### src/sv/mdio_c22_pkg.sv
`default_nettype none
package mdio_c22_pkg;

  // frame operation codes
  localparam logic [1:0] OP_NONE  = 2'd0;
  localparam logic [1:0] OP_READ  = 2'd1;
  localparam logic [1:0] OP_WRITE = 2'd2;

  localparam int POS_W  = 7;
  localparam int ADDR_W = 5;
  localparam int DATA_W = 16;

  // per-frame context kept between items
  typedef struct packed {
    logic [POS_W-1:0]  bit_pos;
    logic [1:0]        op;
    logic [ADDR_W-1:0] phy;
    logic [ADDR_W-1:0] regnum;
    logic [DATA_W-1:0] shift;
  } frame_state_t;

  // one input item
  typedef struct packed {
    logic [1:0]        opcode;
    logic [ADDR_W-1:0] phy_address;
    logic [ADDR_W-1:0] register_address;
    logic [DATA_W-1:0] write_data;
    logic              mdio_in;
  } frame_in_t;

  // one result item
  typedef struct packed {
    logic              mdio_out;
    logic              mdio_drive;
    logic              clock_pulse;
    logic              busy_res;
    logic              done_res;
    logic [DATA_W-1:0] read_data;
  } frame_res_t;

endpackage
`default_nettype wire

### src/sv/mdio_clause22_master_top.sv
`default_nettype none
// An accepted item's result is registered in the result register and shown on the out_ channel.
// Throughput: one item per cycle while out_tready holds; the frame bit sequencer is single-pass logic
// between the frame context registers and the result register.
// The input side stays ready while the result register is empty or being taken.
// Reset (rst_n low, synchronous) returns to no frame and empties the result register.
module mdio_clause22_master_top #(
  parameter int PREAMBLE_BITS = 32
) (
  input  wire         clk,
  input  wire         rst_n,
  input  wire         in_tvalid,
  output logic        in_tready,
  // [4:0] phy_address, [9:5] register_address, [25:10] write_data, [26] mdio_in
  input  wire  [31:0] in_tdata,
  // [1:0] opcode
  input  wire  [1:0]  in_tuser,
  output logic        out_tvalid,
  input  wire         out_tready,
  // [0] mdio_out, [1] mdio_drive, [2] clock_pulse, [3] busy_res, [19:4] read_data
  output logic [23:0] out_tdata,
  // done_res
  output logic        out_tlast
);

  mdio_c22_pkg::frame_state_t st_r;
  mdio_c22_pkg::frame_state_t st_nxt;
  mdio_c22_pkg::frame_in_t    item;
  mdio_c22_pkg::frame_res_t   res;
  mdio_c22_pkg::frame_res_t   res_q;
  logic                       space;
  logic                       accept;

  assign in_tready = space;
  assign accept    = in_tvalid && space;

  // unpack the input item
  assign item.opcode           = in_tuser;
  assign item.phy_address      = in_tdata[4:0];
  assign item.register_address = in_tdata[9:5];
  assign item.write_data       = in_tdata[25:10];
  assign item.mdio_in          = in_tdata[26];

  mdio_c22_frame #(
    .PREAMBLE_BITS(PREAMBLE_BITS)
  ) u_frame (
    .st     (st_r),
    .item   (item),
    .st_nxt (st_nxt),
    .res    (res)
  );

  // frame context
  always_ff @(posedge clk) begin
    if (!rst_n) begin
      st_r <= '0;
    end else if (accept) begin
      st_r <= st_nxt;
    end
  end

  mdio_c22_oreg u_oreg (
    .clk        (clk),
    .rst_n      (rst_n),
    .load       (accept),
    .res        (res),
    .out_tready (out_tready),
    .out_tvalid (out_tvalid),
    .space      (space),
    .res_q      (res_q)
  );

  // pack the result item
  assign out_tdata = {4'd0, res_q.read_data, res_q.busy_res, res_q.clock_pulse,
                      res_q.mdio_drive, res_q.mdio_out};
  assign out_tlast = res_q.done_res;

endmodule
`default_nettype wire

### src/sv/mdio_c22_frame.sv
`default_nettype none
module mdio_c22_frame #(
  parameter int PREAMBLE_BITS = 32
) (
  input  wire mdio_c22_pkg::frame_state_t st,
  input  wire mdio_c22_pkg::frame_in_t    item,
  output mdio_c22_pkg::frame_state_t      st_nxt,
  output mdio_c22_pkg::frame_res_t        res
);

  localparam logic [mdio_c22_pkg::POS_W-1:0] PRE = mdio_c22_pkg::POS_W'(PREAMBLE_BITS);

  mdio_c22_pkg::frame_state_t cur;
  logic                              start;
  logic [mdio_c22_pkg::POS_W-1:0]    rel;
  logic [mdio_c22_pkg::POS_W-1:0]    last;
  logic [mdio_c22_pkg::POS_W-1:0]    pidx;
  logic [mdio_c22_pkg::POS_W-1:0]    ridx;
  logic                              is_rd;
  logic                              done;

  // latch a new frame when idle
  always_comb begin
    start = (st.op == mdio_c22_pkg::OP_NONE) &&
            ((item.opcode == mdio_c22_pkg::OP_READ) ||
             (item.opcode == mdio_c22_pkg::OP_WRITE));
    cur = st;
    if (start) begin
      cur.op      = item.opcode;
      cur.bit_pos = '0;
      cur.phy     = item.phy_address;
      cur.regnum  = item.register_address;
      cur.shift   = (item.opcode == mdio_c22_pkg::OP_WRITE) ? item.write_data : '0;
    end
  end

  assign is_rd = (cur.op == mdio_c22_pkg::OP_READ);
  assign rel   = cur.bit_pos - PRE;
  assign last  = PRE + (is_rd ? 7'd31 : 7'd32);
  assign pidx  = 7'd8 - rel;
  assign ridx  = 7'd13 - rel;

  // bit sequencer for the current MDC period
  always_comb begin
    st_nxt          = cur;
    res.mdio_out    = 1'b1;
    res.mdio_drive  = 1'b1;
    res.clock_pulse = 1'b0;
    res.busy_res    = 1'b0;
    res.done_res    = 1'b0;
    res.read_data   = '0;
    done            = 1'b0;
    if (cur.op == mdio_c22_pkg::OP_READ || cur.op == mdio_c22_pkg::OP_WRITE) begin
      res.clock_pulse = 1'b1;
      if (cur.bit_pos < PRE) begin
        res.mdio_out = 1'b1;
      end else if (rel == 7'd0) begin
        res.mdio_out = 1'b0;
      end else if (rel == 7'd1) begin
        res.mdio_out = 1'b1;
      end else if (rel == 7'd2) begin
        res.mdio_out = is_rd;
      end else if (rel == 7'd3) begin
        res.mdio_out = !is_rd;
      end else if (rel < 7'd9) begin
        res.mdio_out = cur.phy[pidx[2:0]];
      end else if (rel < 7'd14) begin
        res.mdio_out = cur.regnum[ridx[2:0]];
      end else if (rel == 7'd14) begin
        res.mdio_out = 1'b1;
      end else if (cur.bit_pos >= last) begin
        // trailing idle bit closes the frame
        res.mdio_out = 1'b1;
        done         = 1'b1;
        if (is_rd) begin
          res.read_data = cur.shift;
        end
      end else if (is_rd) begin
        // line released, shift in one sampled bit
        res.mdio_drive = 1'b0;
        res.mdio_out   = 1'b0;
        st_nxt.shift   = {cur.shift[mdio_c22_pkg::DATA_W-2:0], item.mdio_in};
      end else if (rel == 7'd15) begin
        res.mdio_out = 1'b0;
      end else begin
        res.mdio_out = cur.shift[~rel[3:0]];
      end

      if (done) begin
        st_nxt.op      = mdio_c22_pkg::OP_NONE;
        st_nxt.bit_pos = '0;
      end else begin
        st_nxt.bit_pos = cur.bit_pos + 7'd1;
        res.busy_res   = 1'b1;
      end
    end
    res.done_res = done;
  end

endmodule
`default_nettype wire

### src/sv/mdio_c22_oreg.sv
`default_nettype none
module mdio_c22_oreg (
  input  wire                           clk,
  input  wire                           rst_n,
  input  wire                           load,
  input  wire mdio_c22_pkg::frame_res_t res,
  input  wire                           out_tready,
  output logic                          out_tvalid,
  output logic                          space,
  output mdio_c22_pkg::frame_res_t      res_q
);

  logic                     valid_r;
  mdio_c22_pkg::frame_res_t res_r;

  // room for a new item when empty or when the held item leaves now
  assign space      = !valid_r || out_tready;
  assign out_tvalid = valid_r;
  assign res_q      = res_r;

  // handshake flag
  always_ff @(posedge clk) begin
    if (!rst_n) begin
      valid_r <= 1'b0;
    end else if (load) begin
      valid_r <= 1'b1;
    end else if (out_tready) begin
      valid_r <= 1'b0;
    end
  end

  // result payload
  always_ff @(posedge clk) begin
    if (load) begin
      res_r <= res;
    end
  end

endmodule
`default_nettype wire

### config.mk
export PLATFORM = sky130hd
export DESIGN_NAME = mdio_clause22_master_top
export DESIGN_NICKNAME = d
export VERILOG_FILES = /design/src/sv/mdio_c22_pkg.sv /design/src/sv/mdio_clause22_master_top.sv /design/src/sv/mdio_c22_frame.sv /design/src/sv/mdio_c22_oreg.sv
export SDC_FILE = /design/constraint.sdc
export NUM_CORES = 1
export LEC_CHECK = 0
export BUFFER_PORTS_ARGS = -buffer_cell sky130_fd_sc_hd__buf_2
export CAP_MARGIN = 20
export CORE_ASPECT_RATIO = 1.1
export CORE_UTILIZATION = 56
export DETAILED_ROUTE_END_ITERATION = 16
export PLACE_DENSITY = 0.86
export SLEW_MARGIN = 0
export SYNTH_ARGS = -nofsm -noshare
export SYNTH_HDL_FRONTEND = slang
export SYNTH_SLANG_ARGS = --single-unit
### constraint.sdc
create_clock -name clk -period 4.2 [get_ports clk]
set_input_delay 0.21 -clock clk [delete_from_list [all_inputs] [get_ports clk]]
set_output_delay 0.21 -clock clk [all_outputs]
set_load 0.03 [all_outputs]
==> qor.csv <==
metric,value,unit
run status,finished clean,
I/O pins,65,
via/cell ratio,6.08,
part of the cycle the worst path needs,83.1,%
Die Y,85.1,um
sequential area share after synthesis,38.5,%
clk root buf,clkbuf_8,
final setup fails,0,
total grt overflow,0,
CTS buffer count,9,
Routed WL per cell,15.8,um
hpwl dp,5700,um
HP Class,in -> reg,
DRC errors left,0,
worst path buffer plus inverter count,0,
clk sink count,57,
Final Util,66.5,%
Cells after Synth,416,
worst ir drop on vdd,0.240,mV
Crit Path Class,reg -> reg,
post-route ant nets,0,
fraction of layout cells with a size suffix above 1,19.2,%
Max clock buf depth,2,
design area,0.00393,mm^2
RSZ-0062 raised after global routing,no,
Mapped Area,0.00351,mm^2
site row count,29,
Via Count,3254,
hold_buf cts,0,
Netlist cell types,63,
Layout Cells excl Fill,535,
Iteration-0 DRC Markers,324,
CTS H-Tree Depth,3,
largest net degree at the start of global routing,39,
post-CTS resize count,0,
die area,0.00660,mm^2
post-CTS setup buffers,0,
dpl cells,519,
crit-path cells,"or3_4, o21ai_0, ha_1, nand2b_1, mux2i_1, o41ai_2, nand2_1, nand3_2, nor2_1",
mean post-synth cell area,8.45,um^2
worst skew pair latency,0.34,ns
Area Growth Syn to Fin,12.0,%
# port buffers,55,
Yosys warnings,0,
Leakage,1.54,nW
Fmax achieved,0.287,GHz
area post-placement,0.00377,mm^2
vias in the first global route,2934,
"FF+latch count, synth",57,
drt first pass iters,5,
Worst Path Max Fanout,32,
"EDFF count, synth",21,
# fillers,504,
min Tclk post-route,3.49,ns
slowest cell delay on critical path,0.59,ns
Worst Skew,0.00906,ns
final wirelength,8470,um
setup TNS,0,ns
max-slew violation count,0,
Worst Max-Slew Pin Slew,0.874,ns
Sequential cell area,0.00135,mm^2
pwr dens,331,mW/mm^2
Starting Density,59.4,%
Worst Path Required,4.28,ns
die width,77.5,um
Critical Path AT,3.57,ns
core footprint,0.00591,mm^2
clock slew at reported path FFs,0.07,ns
area used by multi-input combinational logic,0.00196,mm^2
final hold violations,0,
initial antenna violation count,0,
top_reg_cell synth,dfxtp_1,
RD Place Congestion,0.919,
critical path's slowest cell,or3_4,
global-route wire length before repair,13900,um
TritonCTS clock tree,done,
CP Launch Type,register,
final net count,504,
critical path endpoint category,register,
Global Route Usage Sum,26.8,%
async set-reset flop share out of synthesis,0,%
relative slew slack,41.6,%
"CP delay by family, top",simple AND/OR/NAND/NOR gates,
MaxCap Viol Count,0,
ANT cells,0,
[final timing paths]
path | startpoint | endpoint | slack (ns) | depth (start not counted)
setup / recovery | st_r[26] | u_oreg.res_q[4] | 0.71 | 9
hold / removal | in_tdata[6] | st_r[17] | 0.11 | 3
setup reg to reg | st_r[26] | u_oreg.res_q[4] | 0.71 | 9
hold reg to reg | st_r[18] | st_r[18] | 0.47 | 2
[layout make-up]
cell class	count	area share, %
repair buffers	60	7.95
multi-input cells	313	49.9
clock buffers	10	3.24
flip-flops and latches	57	34.4
well taps	77	2.45
inverters	12	1.15
clock inverters	6	0.922
[routing by layer]
metal | wire (um) | global-route usage [%]
met1 | 3550 | 34.8
met2 | 4140 | 43.2
met3 | 639 | 4.95
met4 | 148 | 12.9
met5 | 0 | 0
[worst min-delay path, delay by kind of cell]
family | cells | cell delay [ns]
and+or+nand+nor | 1 | 0.04
buffers and inverters | 1 | 0.09
AOI/OAI and AO/OA | 1 | 0.06
[per-stage QoR]
stage / hold WS [ns] / power (W) / setup WS (ns)
2_1_floorplan: 0.349 / 0.000806 / 1.05
5_1_grt: 0.120 / 0.00135 / 0.457
3_5_place_dp: 0.458 / 0.000872 / 0.454
6_report: 0.112 / 0.00130 / 0.711
4_1_cts: 0.109 / 0.00130 / 0.738
3_3_place_gp: 0.447 / 0.000864 / 0.605
[registers in the layout, summed over array words and instances, names as in the netlist]
name / flops
u_oreg.out_tvalid: 1
u_oreg.res_q: 21
st_r: 35
[synthesized netlist by cell type (all sizes together) (2+ instances only)]
library cell	n	share of area, %
a211o	2	0.50
a211oi	3	0.64
a21boi	13	2.9
a21oi	26	3.7
a31oi	3	0.53
and2	6	1.1
and3	16	2.8
buf	13	2.2
clkbuf	24	2.6
dfxtp	36	21
edfxtp	21	18
ha	13	4.6
inv	11	1.2
mux2i	6	1.7
mux4	3	1.9
nand2	65	6.9
nand2b	6	1.1
nand3	19	2.8
nand3b	3	0.64
nand4	3	0.53
nor2	43	4.6
nor2b	4	0.71
nor3	6	0.85
nor3b	5	1.1
nor4	3	0.96
nor4b	4	1.2
o211a	3	0.85
o21ai	9	1.3
o311ai	14	3.5
o31ai	6	1.4
o41ai	4	1.2
or3	2	0.50
xnor2	3	0.75
[cell families after synthesis]
| family | count (synthesis) | share of synthesized area [%] |
|---|---|---|
| flops | 57 | 38.5 |
| xor+xnor | 4 | 0.997 |
| other cells | 1 | 0.107 |
| mux | 10 | 3.95 |
| fa+ha+maj | 13 | 4.63 |
| buf+inv | 49 | 6.09 |
| compound gates | 96 | 19.7 |
| simple gates | 186 | 26.1 |
[report_power, final]
part | total (W) | leakage (nW) | internal, W | switching (W)
Sequential | 0.000610 | 0.495 | 0.000597 | 0.0000132
Combinational | 0.000254 | 0.954 | 0.0000797 | 0.000174
Clock | 0.000439 | 0.0858 | 0.000210 | 0.000229
Total | 0.00130 | 1.54 | 0.000887 | 0.000416
[cells in the final DEF, fill, tap and decap left out, types with 9 or more instances in the layout]
master    synthesis  final
a21boi_0         11     11
a21oi_1          26     26
and3_1           16     16
buf_2             8     55
clkbuf_8          0      9
dfxtp_1          36     36
edfxtp_1         21     21
ha_1             13     13
inv_1            11     11
nand2_1          65     65
nand3_1          18     18
nor2_1           43     43
o311ai_1         13     13
Note: power is estimated with default switching activity, not from simulation.
